==> config.mk <==
export PLATFORM = sky130hd
export DESIGN_NAME = rle_literal_run_decoder_top
export DESIGN_NICKNAME = d
export VERILOG_FILES = /design/src/rtl/rld_pkg.sv /design/src/rtl/rld_front.sv /design/src/rtl/rld_cmd_queue.sv /design/src/rtl/rld_back.sv /design/src/rtl/rle_literal_run_decoder_top.sv
export SDC_FILE = /design/constraint.sdc
export NUM_CORES = 1
export LEC_CHECK = 0
export BUFFER_PORTS_ARGS = -buffer_cell sky130_fd_sc_hd__clkbuf_2
export CAP_MARGIN = 20
export CORE_ASPECT_RATIO = 1.25
export CORE_MARGIN = 2
export CORE_UTILIZATION = 43
export CTS_BUF_LIST = sky130_fd_sc_hd__clkbuf_16
export DETAILED_ROUTE_END_ITERATION = 12
export REMOVE_ABC_BUFFERS = 1
export SLEW_MARGIN = 10
export SYNTH_ARGS = -nofsm -noshare
export SYNTH_HDL_FRONTEND = slang
export SYNTH_SLANG_ARGS = --single-unit
export TNS_END_PERCENT = 10
==> constraint.sdc <==
create_clock -name clk_i -period 4.14 [get_ports clk_i]
set_clock_uncertainty 0.05 [all_clocks]
set_input_delay 0.414 -clock clk_i [delete_from_list [all_inputs] [get_ports clk_i]]
set_output_delay 0.414 -clock clk_i [all_outputs]
set_load 0.02 [all_outputs]
==> src/rtl/rld_pkg.sv <==
package rld_pkg;

  // Header fields
  localparam logic [7:0] CountMask   = 8'h7f;
  localparam logic [7:0] LiteralFlag = 8'h80;

  // Longest run output in words; words past this are dropped
  localparam int unsigned MaxWords = 16;

  // Command queue between front and back
  localparam int unsigned QueueDepth = 2;

  typedef enum logic [1:0] {
    MODE_HEADER  = 2'd0,
    MODE_LITERAL = 2'd1,
    MODE_RUN     = 2'd2
  } mode_e;

  typedef enum logic [1:0] {
    CMD_LIT = 2'd0,
    CMD_RUN = 2'd1,
    CMD_END = 2'd2
  } cmd_kind_e;

  typedef struct packed {
    cmd_kind_e   kind;
    logic [7:0]  value;
    logic [6:0]  count;
  } cmd_t;

endpackage

==> src/rtl/rld_front.sv <==
module rld_front import rld_pkg::*; (
  input  logic       clk_i,
  input  logic       rst_ni,
  input  logic       in_valid_i,
  output logic       in_stall_o,
  input  logic [7:0] in_byte_i,
  input  logic       q_full_i,
  output logic       q_push_o,
  output cmd_t       q_cmd_o
);

  mode_e      mode_q, mode_d;
  logic [6:0] left_q, left_d;
  logic       accept;

  assign in_stall_o = q_full_i;
  assign accept     = in_valid_i && !q_full_i;

  // Classify each byte and track header state
  always_comb begin
    mode_d        = mode_q;
    left_d        = left_q;
    q_push_o      = 1'b0;
    q_cmd_o.kind  = CMD_LIT;
    q_cmd_o.value = in_byte_i;
    q_cmd_o.count = left_q;
    if (accept) begin
      if (mode_q == MODE_LITERAL && left_q != 7'd0) begin
        q_push_o     = 1'b1;
        q_cmd_o.kind = CMD_LIT;
        left_d       = left_q - 7'd1;
        if (left_q == 7'd1) begin
          mode_d = MODE_HEADER;
        end
      end else if (mode_q == MODE_RUN && left_q != 7'd0) begin
        q_push_o     = 1'b1;
        q_cmd_o.kind = CMD_RUN;
        left_d       = 7'd0;
        mode_d       = MODE_HEADER;
      end else if (in_byte_i == 8'h00) begin
        q_push_o     = 1'b1;
        q_cmd_o.kind = CMD_END;
        left_d       = 7'd0;
        mode_d       = MODE_HEADER;
      end else if ((in_byte_i & CountMask) == 8'h00) begin
        // empty literal: nothing owed
        left_d = 7'd0;
        mode_d = MODE_HEADER;
      end else begin
        left_d = in_byte_i[6:0];
        mode_d = ((in_byte_i & LiteralFlag) != 8'h00) ? MODE_LITERAL : MODE_RUN;
      end
    end
  end

  always_ff @(posedge clk_i or negedge rst_ni) begin
    if (!rst_ni) begin
      mode_q <= MODE_HEADER;
      left_q <= 7'd0;
    end else begin
      mode_q <= mode_d;
      left_q <= left_d;
    end
  end

endmodule

==> src/rtl/rld_cmd_queue.sv <==
module rld_cmd_queue import rld_pkg::*; (
  input  logic clk_i,
  input  logic rst_ni,
  input  logic push_i,
  input  cmd_t push_cmd_i,
  output logic full_o,
  input  logic pop_i,
  output cmd_t head_o,
  output logic empty_o
);

  localparam int unsigned PtrW = (QueueDepth > 1) ? $clog2(QueueDepth) : 1;
  localparam int unsigned CntW = $clog2(QueueDepth + 1);

  cmd_t            slot_q [QueueDepth];
  logic [PtrW-1:0] wr_ptr_q, rd_ptr_q;
  logic [CntW-1:0] cnt_q;

  assign full_o  = (cnt_q == CntW'(QueueDepth));
  assign empty_o = (cnt_q == '0);
  assign head_o  = slot_q[rd_ptr_q];

  // Store the pushed command
  always_ff @(posedge clk_i) begin
    if (push_i) begin
      slot_q[wr_ptr_q] <= push_cmd_i;
    end
  end

  // Advance pointers and occupancy
  always_ff @(posedge clk_i or negedge rst_ni) begin
    if (!rst_ni) begin
      wr_ptr_q <= '0;
      rd_ptr_q <= '0;
      cnt_q    <= '0;
    end else begin
      if (push_i) begin
        wr_ptr_q <= (wr_ptr_q == PtrW'(QueueDepth - 1)) ? '0 : wr_ptr_q + PtrW'(1);
      end
      if (pop_i) begin
        rd_ptr_q <= (rd_ptr_q == PtrW'(QueueDepth - 1)) ? '0 : rd_ptr_q + PtrW'(1);
      end
      if (push_i && !pop_i) begin
        cnt_q <= cnt_q + CntW'(1);
      end else if (pop_i && !push_i) begin
        cnt_q <= cnt_q - CntW'(1);
      end
    end
  end

  a_no_overflow : assert property (@(posedge clk_i) disable iff (!rst_ni)
    push_i |-> !full_o) else $error("push into full command queue");
  a_no_underflow : assert property (@(posedge clk_i) disable iff (!rst_ni)
    pop_i |-> !empty_o) else $error("pop from empty command queue");
  a_count_range : assert property (@(posedge clk_i) disable iff (!rst_ni)
    cnt_q <= CntW'(QueueDepth)) else $error("command queue count out of range");

endmodule

==> src/rtl/rld_back.sv <==
module rld_back import rld_pkg::*; #(
  parameter int unsigned LANE_BYTES = 8
) (
  input  logic        clk_i,
  input  logic        rst_ni,
  input  cmd_t        head_i,
  input  logic        empty_i,
  output logic        pop_o,
  output logic        out_valid_o,
  input  logic        out_stall_i,
  output logic [63:0] out_data_o,
  output logic [3:0]  byte_count_o,
  output logic        run_last_o,
  output logic        stream_end_o
);

  // Lane width outside 1..8 falls back to a full 8-byte word
  localparam logic [3:0] LaneW   = (LANE_BYTES < 1 || LANE_BYTES > 8) ? 4'd8 : 4'(LANE_BYTES);
  localparam logic [3:0] LastIdx = 4'(MaxWords - 1);

  logic        started_q;
  logic [6:0]  remain_q;
  logic [3:0]  idx_q;
  logic        out_valid_q;
  logic [63:0] data_q;
  logic [3:0]  cnt_q;
  logic        last_q, end_q;

  logic        advance, done;
  logic [6:0]  rem, rem_next;
  logic [3:0]  idx, take;
  logic [63:0] data_d;
  logic [3:0]  cnt_d;
  logic        last_d, end_d;

  assign rem     = started_q ? remain_q : head_i.count;
  assign idx     = started_q ? idx_q : 4'd0;
  assign advance = !empty_i && (!out_valid_q || !out_stall_i);
  assign pop_o   = advance && done;

  // Build the next word from the queue head
  always_comb begin
    take     = (rem < {3'b000, LaneW}) ? rem[3:0] : LaneW;
    rem_next = rem - {3'b000, take};
    data_d   = '0;
    cnt_d    = 4'd0;
    last_d   = 1'b1;
    end_d    = 1'b0;
    done     = 1'b1;
    unique case (head_i.kind)
      CMD_LIT: begin
        data_d = {56'd0, head_i.value};
        cnt_d  = 4'd1;
      end
      CMD_RUN: begin
        for (int i = 0; i < 8; i++) begin
          data_d[8*i +: 8] = (4'(i) < take) ? head_i.value : 8'h00;
        end
        cnt_d  = take;
        last_d = (rem_next == 7'd0) || (idx == LastIdx);
        done   = last_d;
      end
      CMD_END: begin
        end_d = 1'b1;
      end
      default: begin
        end_d = 1'b0;
      end
    endcase
  end

  // Load output register, track progress through a run
  always_ff @(posedge clk_i or negedge rst_ni) begin
    if (!rst_ni) begin
      started_q   <= 1'b0;
      remain_q    <= 7'd0;
      idx_q       <= 4'd0;
      out_valid_q <= 1'b0;
    end else if (advance) begin
      out_valid_q <= 1'b1;
      started_q   <= !done;
      remain_q    <= rem_next;
      idx_q       <= idx + 4'd1;
    end else if (out_valid_q && !out_stall_i) begin
      out_valid_q <= 1'b0;
    end
  end

  always_ff @(posedge clk_i) begin
    if (advance) begin
      data_q <= data_d;
      cnt_q  <= cnt_d;
      last_q <= last_d;
      end_q  <= end_d;
    end
  end

  assign out_valid_o  = out_valid_q;
  assign out_data_o   = data_q;
  assign byte_count_o = cnt_q;
  assign run_last_o   = last_q;
  assign stream_end_o = end_q;

  a_end_marker : assert property (@(posedge clk_i) disable iff (!rst_ni)
    out_valid_o && stream_end_o |-> byte_count_o == 4'd0 && run_last_o)
    else $error("end marker carries data or lacks last flag");
  a_lane_limit : assert property (@(posedge clk_i) disable iff (!rst_ni)
    out_valid_o |-> byte_count_o <= LaneW)
    else $error("word byte count exceeds lane width");
  a_run_head : assert property (@(posedge clk_i) disable iff (!rst_ni)
    started_q |-> !empty_i && head_i.kind == CMD_RUN)
    else $error("run in progress without run command at queue head");

endmodule

==> src/rtl/rle_literal_run_decoder_top.sv <==
// Literal/run run-length decoder. One compressed byte is accepted per
// cycle while the two-entry command queue has room; headers are absorbed
// by the front end, literals and the zero-header end marker give one beat
// each, and a run byte gives ceil(count / LANE_BYTES) output beats (at most
// 16), one per cycle from the back end's word builder while the output is
// not stalled. A run therefore holds the back end for up to 16 beats, and
// the input stalls once the queue fills behind it. The first beat for an
// accepted byte is written into the command queue, then into the output
// register. LANE_BYTES may be set from 1 to 8; any other value acts as 8.
module rle_literal_run_decoder_top import rld_pkg::*; #(
  parameter int unsigned LANE_BYTES = 8
) (
  input  logic        clk_i,
  input  logic        rst_ni,
  input  logic        in_valid_i,
  output logic        in_stall_o,
  input  logic [7:0]  in_byte_i,
  output logic        out_valid_o,
  input  logic        out_stall_i,
  output logic [63:0] out_data_o,
  output logic [3:0]  byte_count_o,
  output logic        run_last_o,
  output logic        stream_end_o
);

  cmd_t push_cmd, head_cmd;
  logic push, pop, full, empty;

  rld_front u_front (
    .clk_i      (clk_i),
    .rst_ni     (rst_ni),
    .in_valid_i (in_valid_i),
    .in_stall_o (in_stall_o),
    .in_byte_i  (in_byte_i),
    .q_full_i   (full),
    .q_push_o   (push),
    .q_cmd_o    (push_cmd)
  );

  rld_cmd_queue u_queue (
    .clk_i      (clk_i),
    .rst_ni     (rst_ni),
    .push_i     (push),
    .push_cmd_i (push_cmd),
    .full_o     (full),
    .pop_i      (pop),
    .head_o     (head_cmd),
    .empty_o    (empty)
  );

  rld_back #(
    .LANE_BYTES (LANE_BYTES)
  ) u_back (
    .clk_i        (clk_i),
    .rst_ni       (rst_ni),
    .head_i       (head_cmd),
    .empty_i      (empty),
    .pop_o        (pop),
    .out_valid_o  (out_valid_o),
    .out_stall_i  (out_stall_i),
    .out_data_o   (out_data_o),
    .byte_count_o (byte_count_o),
    .run_last_o   (run_last_o),
    .stream_end_o (stream_end_o)
  );

endmodule

After elaboration in Yosys (flattened, before gate mapping). Memories as Yosys holds them, arrays and structs flattened. Cells that the tools add are included.

Register bits after elaboration: 96. RAM bits: 34. Input port bits: 12. Output and inout bits: 72. Word-level logic and storage cells: 105. Memories: 1.

Memories: u_queue.slot_q (depth 2, width 17, read ports 1, clocked after Yosys merged registers in 0, wr ports 1, line rld_cmd_queue.sv:15) `cmd_t slot_q [QueueDepth];`.

$add $sub $neg: 7. Magnitude comparators: 9. Equal/unequal tests: 8. Muxes and demuxes: 41. Reductions and logical operators: 26.

Operators with widths (count): $pmux 64 s2 (1); $mux 8 (8); $mux 7 (5); $mux 2 (12); $logic_not 8->1 (2); $lt 3x4->1 const A (4); $mux 1 (12); $logic_and 1x1->1 (8); $lt 1x4->1 const A (2); $lt 2x4->1 const A (2); $mux 4 (2); $pmux 4 s2 (1); $eq 7x1->1 const B (1); $logic_not 1->1 (7); $logic_not 7->1 (1); $lt 7x4->1 const B (1); $reduce_bool 7->1 (1); $sub 7x1->7 const B (1); $sub 7x4->7 (1); $eq 2x2->1 const B (3); $add 4x1->4 const B (1); $eq 2x1->1 const B (2); $eq 4x4->1 const B (1); $logic_not 2->1 (2); 7 further kinds (10).

Depth between registers and ports, before layout. Gate-level depths: netlist of run 1. An unclocked memory read counts as a cell.

Depth after elaboration: 12. Mapped depth: 14. Depth with buffers taken out: 12.

Cells and area by module. From an unflattened synthesis of run 1, not the netlist that was laid out.

Cell total of the unflattened synthesis: 397. Area, all modules: 5574.1 µm².

By module, submodules not included: rld_back (times used 1, cells each 253, area each 3403.3 µm², seq. area each 2427.3 µm²); rld_cmd_queue (times used 1, cells each 69, area each 1463.9 µm², seq. area each 1121.1 µm²); rld_front (times used 1, cells each 75, area each 706.9 µm², seq. area each 225.2 µm²).

Worst setup path before layout of run 1. No wires, ideal clock.

Path kind: register to register. From: reg u_queue.rd_ptr_q. To: reg u_queue.cnt_q[1]. Library setup time: 0.079 ns. Arrival: 3.194 ns. Required time: 4.011 ns. Path slack: 0.816 ns. Cell stages (with the launch flop): 15. Buffers on the path: 2. Clock period less this slack: 3.324 ns. Cell sequence: dfrtp_1 -> buf_6 -> mux2i_1 -> o21ai_0 -> or4_1 -> buf_6 -> nand2_1 -> ha_1 -> nor4_1 -> a221oi_1 -> or3_1 -> ha_1 -> xor2_1 -> nor2_1 -> xor2_1.

Cells in the longest elaborated chain, start to end: 12. Elaborated cells on any way between the ends: 15. Those cells by class: add/sub (1); order compare (1); eq/ne (1); mux (4); reduce/logical (7); memory (1).

Ends and longest elaborated chain: start: declaration (line rld_cmd_queue.sv:16) `logic [PtrW-1:0] wr_ptr_q, rd_ptr_q;`; start signal: assignment (line rld_cmd_queue.sv:41) `rd_ptr_q <= (rd_ptr_q == PtrW'(QueueDepth - 1)) ? '0 : rd_ptr_q + PtrW'(1);`; $mem_v2 2x17 (*); $mux 7 (*) (line rld_back.sv:36) `assign rem = started_q ? remain_q : head_i.count;`; $lt 7x4->1 (line rld_back.sv:43) `take = (rem < {3'b000, LaneW}) ? rem[3:0] : LaneW;`; $mux 4 (line rld_back.sv:43); $sub 7x4->7 (*) (line rld_back.sv:44) `rem_next = rem - {3'b000, take};`; net u_back.rem_next[4] (line rld_back.sv:30) `logic [6:0] rem, rem_next;`; $logic_not 7->1 (*) (line rld_back.sv:60) `last_d = (rem_next == 7'd0) || (idx == LastIdx);`; $logic_or 1x1->1 (*) (line rld_back.sv:60); $mux 1 (*); $logic_and 1x1->1 (*) (line rld_back.sv:39) `assign pop_o = advance && done;`; $logic_not 1->1 (line rld_cmd_queue.sv:43) `if (push_i && !pop_i) begin`; $logic_and 1x1->1 (line rld_cmd_queue.sv:43); $mux 2 or $reduce_bool 2->1 (tied branches); end signal: assignment (line rld_cmd_queue.sv:44) `cnt_q <= cnt_q + CntW'(1);`; end signal: assignment (line rld_cmd_queue.sv:46) `cnt_q <= cnt_q - CntW'(1);`; end: declaration (line rld_cmd_queue.sv:17) `logic [CntW-1:0] cnt_q;`.

The timed path passes the listed nets; every way through them passes the cells marked *. A chain may end at the register's enable or synchronous reset.

Final worst setup path of run 1. Ends and elaborated chain as after synthesis.

==> metrics.txt, run 1 <==
status complete, no violations; syn avg cell area between 10 and 15 um2; Via density between 5 and 6; fin. max-slew vios 0; setup bufs post-CTS 0; CTS Buf Count 17; CP Class reg -> reg; library cells used by synthesis between 40 and 50; max cap viols 0; Final TNS setup 0 ns; fill count ~1000; core area ~12000 um2; hold crit path type in -> async; Setup crit start kind flop; Reg2Reg Depth 12; Initial Utilization ~44%; first-pass iteration count of the detailed router 4; Slew headroom 45.5%; Die X-Extent 104 um; synthesized cell area between 5000 and 6000 um2; Mapped Cells between 400 and 500; fin util a little over half; Power Dens Cells ~900 nW/um2; Finish-stage setup viols 0; Design Area, Final 6630 um2; Post-synth EDFFs approximately 100; share of cells above drive strength 1 approximately a quarter; register area about 3800 um2; fmax 279 MHz; vias in the first global route 3255; Reg2Reg Launch Point u_queue.rd_ptr_q; Vias 3423; Crit path buffers/inverters 0; post-CTS sizing 0; final net count between 500 and 600; fin crit share 86.4%; root buffer cell clkbuf_16; htree depth 4; first-pass GRT wire length around 17 mm; Post-DP Area approximately 6000 um2; antenna viol nets, final 0; most common cell after layout, fill and taps aside edfxtp_1; Worst Setup End Kind flop; pin count of the biggest net entering global routing 73; critical path's top delay family simple AND/OR/NAND/NOR gates; main flop type after synthesis edfxtp_1; share of synthesized registers carrying an async set or reset around a fifth; die area 13400 um2; reg2reg end u_queue.cnt_q[1]; clock insertion delay at the later pin of the skew report 0.41 ns; CP max FO 7; CTS tree yes; total congestion overflow 0; Die H 129 um; Avg WL per Cell around 15 um; initial DRC count between 150 and 200; Area Overhead vs Synth 23.7%; Slew @ Worst Pin 0.808 ns; area taken by multi-input logic gates 1440 um2; dpl hpwl just over 7 mm; initial antenna violation count 0; Worst VDD drop approximately 0.37 mV; CTS Buffer Depth 2; DRT Wirelength 10.3 mm; required time of the critical path about 4.4 ns; FF+latch count, synth 130; Global Route Usage Sum between 10% and 20%; post-synthesis sequential area ratio between 70% and 80%; Final Hold Fails 0; clk sinks between 100 and 150; Hold WS roughly 0.0013 ns; Remaining DRCs 0; Worst-path clk slew 0.06 ns; row count 45; critical path cell sequence mux2i_1, o21ai_0, or4_1, nand2_1, ha_1, nor4_1, a221oi_1, or3_1, ha_1, xor2_1, nor2_1, xor2_1; slowest stage cell on the critical path or4_1; R2R setup slack between 0.5 and 0.6 ns; IO buf count between 80 and 90; most frequent cells in the layout 104 x edfxtp_1, 83 x clkbuf_2, 59 x nor2_1; Ports 84; Worst EP arrival ~3.9 ns; RD Place Congestion 0.857; crit path time final approximately 3.6 ns; unrepaired setup endpoints after global routing false; CP max stage delay about 0.6 ns; # hold bufs at CTS 0; Syn. warnings 0; Antenna diodes 0; leak pwr ~0.0028 uW
[layer usage]
metal	up-vias	wire, um	global-route usage, %
met5	-	0	0
met4	0	217	7.47
met3	20	490	5.22
met2	110	5140	27.7
met1	1614	4420	19.1
li1	1679	-	-
[worst max-delay path by stage]
stage / end / slack [ns] / cells past startpoint / startpoint
after detailed placement: u_queue.cnt_q[1] / 0.57 / 12 / u_queue.rd_ptr_q
final: u_queue.cnt_q[1] / 0.56 / 12 / u_queue.rd_ptr_q
after floorplan: u_queue.cnt_q[1] / 0.32 / 12 / u_queue.rd_ptr_q
after CTS: u_queue.cnt_q[1] / 0.54 / 12 / u_queue.rd_ptr_q
after global placement: u_queue.cnt_q[1] / 0.68 / 12 / u_queue.rd_ptr_q
after global routing: u_queue.cnt_q[1] / 0.30 / 12 / u_queue.rd_ptr_q
[through the flow]
stage | setup WS, ns | power (uW) | std cells
2_1_floorplan | 0.325 | 3720 | 396
3_3_place_gp | 0.676 | 4370 | 651
3_5_place_dp | 0.574 | 4410 | 651
4_1_cts | 0.538 | 6060 | 683
5_1_grt | 0.300 | 6360 | 683
6_report | 0.562 | 6010 | 683
[synthesized netlist by cell type (6+ instances only)]
master / n / area, um2
mux2i_1: 15 / 150
nor2_1: 59 / 221
a21oi_1: 14 / 70.1
or2_2: 6 / 37.5
edfxtp_1: 104 / 3120
o21ai_0: 23 / 115
nor3_1: 19 / 95.1
dfrtp_1: 26 / 651
inv_1: 16 / 60.1
nand2_1: 38 / 143
clkbuf_1: 8 / 30.0
nand2b_1: 7 / 43.8
[area by class of cell]
type,count,share of cell area [%]
flip-flops and latches,130,57.0
multi-input cells,250,21.8
repair buffers,91,7.37
clock buffers,17,6.42
clock inverters,15,3.47
well taps,164,3.10
inverters,16,0.907
[kinds of logic (layout without fill, tap and decap cells)]
family / count (synthesis) / in the layout / synth area share, %
AND/OR/NAND/NOR: 160 / 160 / 14.4
flip-flops: 130 / 130 / 70.5
AO/OA/AOI/OAI: 62 / 62 / 7.10
buffers and inverters: 29 / 139 / 2.69
multiplexers: 16 / 16 / 3.01
XOR/XNOR: 7 / 7 / 1.14
adder cells (fa/ha/maj): 5 / 5 / 1.17
[registers in the layout, indices dropped and copies added, names as in the netlist]
| register | cells |
|---|---|
| u_front.left_q | 7 |
| u_back.started_q | 1 |
| u_back.run_last_o | 1 |
| u_back.remain_q | 7 |
| u_queue.wr_ptr_q | 1 |
| u_back.out_valid_o | 1 |
| u_back.byte_count_o | 4 |
| u_queue.rd_ptr_q | 1 |
| u_back.out_data_o | 64 |
| u_front.mode_q | 2 |
| u_back.idx_q | 4 |
| u_queue.cnt_q | 2 |
| u_queue.slot_q | 34 |
| u_back.stream_end_o | 1 |
[report_power, final]
group          leakage (uW)  internal [uW]  switching (uW)
Clock              0.000322           1080             560
Sequential          0.00134           2060             238
Combinational       0.00111            662            1410
Total               0.00277           3800            2210
Note: power is estimated with default switching activity, not from simulation.
==> run 2, diff against run 1 <==
ABC_AREA = 1   (was not set)
==> metrics.txt, run 2 <==
Worst EP arrival 3.37 ns (-0.50 ns); Crit path buffers/inverters 3 (+3); Avg WL per Cell 13.8 um (-8.4%); Post-synth EDFFs 104 (unchanged); DP Cell Count 743 (+14%); vias in the first global route 3515 (+8.0%); core area 12700 um2 (+4.1%); share of synthesized registers carrying an async set or reset 20.0% (unchanged); cell count along the critical path 19 (+7); Worst VDD drop 0.342 mV (-7.5%); CP Class reg -> reg; max reg flops 64 (unchanged); Worst-path clk slew 0.06 ns (about the same); Reg2Reg Depth 19 (+7); final net count 611 (+17%); Slew headroom 38.9% (-6.7 points); CTS Buf Count 17 (unchanged); RD Place Congestion 0.796 (-7.1%); Die H 131 um (+1.7%); critical path's top delay family simple AND/OR/NAND/NOR gates; Mapped Cells 497 (+22%); # hold bufs at CTS 0 (unchanged); clk sinks 130 (unchanged); Critical Path Source u_back.started_q; dpl hpwl 7.61 mm (+5.9%); status finished, violations left; CTS tree yes; most frequent cells in the layout 104 x edfxtp_1, 89 x nand2_1, 83 x clkbuf_2; Ports 84 (unchanged); DRT Wirelength 10.7 mm (+4.0%); syn avg cell area 11.2 um2 (-15%); Reg2Reg Launch Point u_back.started_q; commonest cells in the netlist 104 x edfxtp_1, 89 x nand2_1, 80 x nor2_1, 67 x inv_1, 26 x dfrtp_1; Vias 3646 (+6.5%); leak pwr 0.00308 uW (+11%); post-CTS sizing 0 (unchanged); Global Route Usage Sum 16.6% (+0.24 points); post-synthesis sequential area ratio 68.1% (-2.4 points); top-area cell type share of the netlist area 56.3% (-2.0 points); initial antenna violation count 0 (unchanged); clock insertion delay at the later pin of the skew report 0.41 ns (about the same); Via density 4.70 (-6.1%); fin. max-slew vios 0 (unchanged); row count 46 (+2.2%); initial DRC count 160 (-14%); htree depth 4 (unchanged); max cap viols 0 (unchanged); IO buf count 83 (unchanged); Hold WS -0.00718 ns (-0.00847 ns); unrepaired setup endpoints after global routing false; Setup crit start kind flop; hold crit path type in -> async; main flop type after synthesis edfxtp_1; Final Hold Fails 15 (+15); pin count of the biggest net entering global routing 77 (+5.5%); Initial Utilization 43.8% (-0.26 points); antenna viol nets, final 0 (unchanged); die area 13800 um2 (+3.4%); first-pass GRT wire length 17.5 mm (+6.0%); CP max FO 12 (+5); setup bufs post-CTS 0 (unchanged); Post-DP Area 6150 um2 (+3.0%); Slew @ Worst Pin 0.917 ns (+0.108 ns); Power Dens Cells 933 nW/um2 (+2.9%); synth top area cells edfxtp_1 56%, dfrtp_1 12%, nand2_1 6.0%; Syn. warnings 0 (unchanged); CTS Buffer Depth 2 (unchanged); Design Area, Final 6760 um2 (+2.0%); library cells used by synthesis 41 (-4.7%); fmax 319 MHz (+14%); most instantiated library cell after synthesis edfxtp_1; Post-Layout Cell Count 775 (+13%); Finish-stage setup viols 0 (unchanged); Worst Setup End Kind flop; CP dominant cell by count nand2_1; Area Overhead vs Synth 21.9%; share of cells above drive strength 1 24.9% (-1.7 points); Die X-Extent 106 um (+1.7%); FF+latch count, synth 130 (unchanged); critical path cell sequence inv_2, or2_1, nand2_2, nand2_2, nor2_8, nor2_1, inv_1, ha_1, inv_1, nand2_1, nand2_1, nand2_1, nand3_1, o21bai_4, nand2_1, ha_1, a21oi_1, o21ai_0, xor2_1; total power 6300 uW (+4.9%); Antenna diodes 0 (unchanged); CP max stage delay 0.52 ns (-0.07 ns); first-pass iteration count of the detailed router 5 (+1); cell taking the most area after synthesis edfxtp_1; Remaining DRCs 0 (unchanged); failing checks negative hold slack; crit path time final 3.13 ns (-0.445 ns); root buffer cell clkbuf_16; most common cell after layout, fill and taps aside edfxtp_1; slowest stage cell on the critical path dfrtp_1; fin crit share 75.7% (-11 points); synthesized cell area 5540 um2 (+3.5%); fill count 1110 (+7.9%); required time of the critical path 4.37 ns (-0.06 ns); total congestion overflow 0 (unchanged)
==> run 2: metrics by stage <==
stage	setup WS (ns)	util, %	setup TNS (ns)
6_report	1.01	53.4	0
5_1_grt	0.687	53.4	0
4_1_cts	1.00	53.4	0
3_5_place_dp	1.01	48.5	0
3_3_place_gp	1.12	48.5	0
2_1_floorplan	-0.553	-	-8.74
==> run 2: area by class of cell <==
class / count / area, um2 / area share [%]
well taps: 168 / 210 / 3.11
inverters: 75 / 282 / 4.17
clock buffers: 17 / 425 / 6.30
multi-input cells: 281 / 1420 / 21.0
flip-flops and latches: 130 / 3770 / 55.9
repair buffers: 89 / 460 / 6.81
clock inverters: 15 / 184 / 2.72
==> run 2: routing by layer <==
| layer | track usage (%) | vias up | part of all wire, % |
|---|---|---|---|
| met1 | 20.6 | 1701 | 44 |
| met2 | 27.4 | 94 | 49 |
| met3 | 3.32 | 20 | 4.1 |
| li1 | - | 1831 | - |
| met4 | 9.13 | 0 | 2.4 |
| met5 | 0 | - | 0 |
==> run 2: worst register-to-register path: stages, from the launching register on <==
cell      delay [ns]
dfrtp_1         0.52
inv_2           0.16
or2_1           0.25
nand2_2         0.10
nand2_2         0.12
nor2_8          0.21
nor2_1          0.06
inv_1           0.07
ha_1            0.14
inv_1           0.05
nand2_1         0.05
nand2_1         0.05
nand2_1         0.07
nand3_1         0.12
o21bai_4        0.20
nand2_1         0.10
ha_1            0.31
a21oi_1         0.11
o21ai_0         0.12
xor2_1          0.15
==> run 2: cell families (layout without fill, tap and decap cells) <==
| family | Yosys count | in the layout | synth area share [%] |
|---|---|---|---|
| AOI/OAI and AO/OA | 54 | 54 | 6.37 |
| xor gates and xnor gates | 5 | 5 | 0.790 |
| adders and majority gates | 5 | 5 | 1.13 |
| buffers and inverters | 86 | 196 | 6.28 |
| DFF | 130 | 130 | 68.1 |
| muxes | 1 | 1 | 0.181 |
| and+or+nand+nor | 216 | 216 | 17.2 |
==> run 2: final timing paths <==
path / end / slack (ns)
worst max register to register: u_queue.cnt_q[1] / 1.01
max in group asynchronous: u_front.mode_q[0] / 3.60
worst min-delay path: u_back.idx_q[2] / -0.007
worst max-delay path: u_queue.cnt_q[1] / 1.01
worst min register to register: u_back.idx_q[1] / 0.44
min in group clk_i: u_back.out_valid_o / 0.18
==> run 2: power breakdown <==
| group | internal (uW) | switching (uW) |
|---|---|---|
| Clock | 953 | 562 |
| Combinational | 687 | 1710 |
| Sequential | 2170 | 227 |
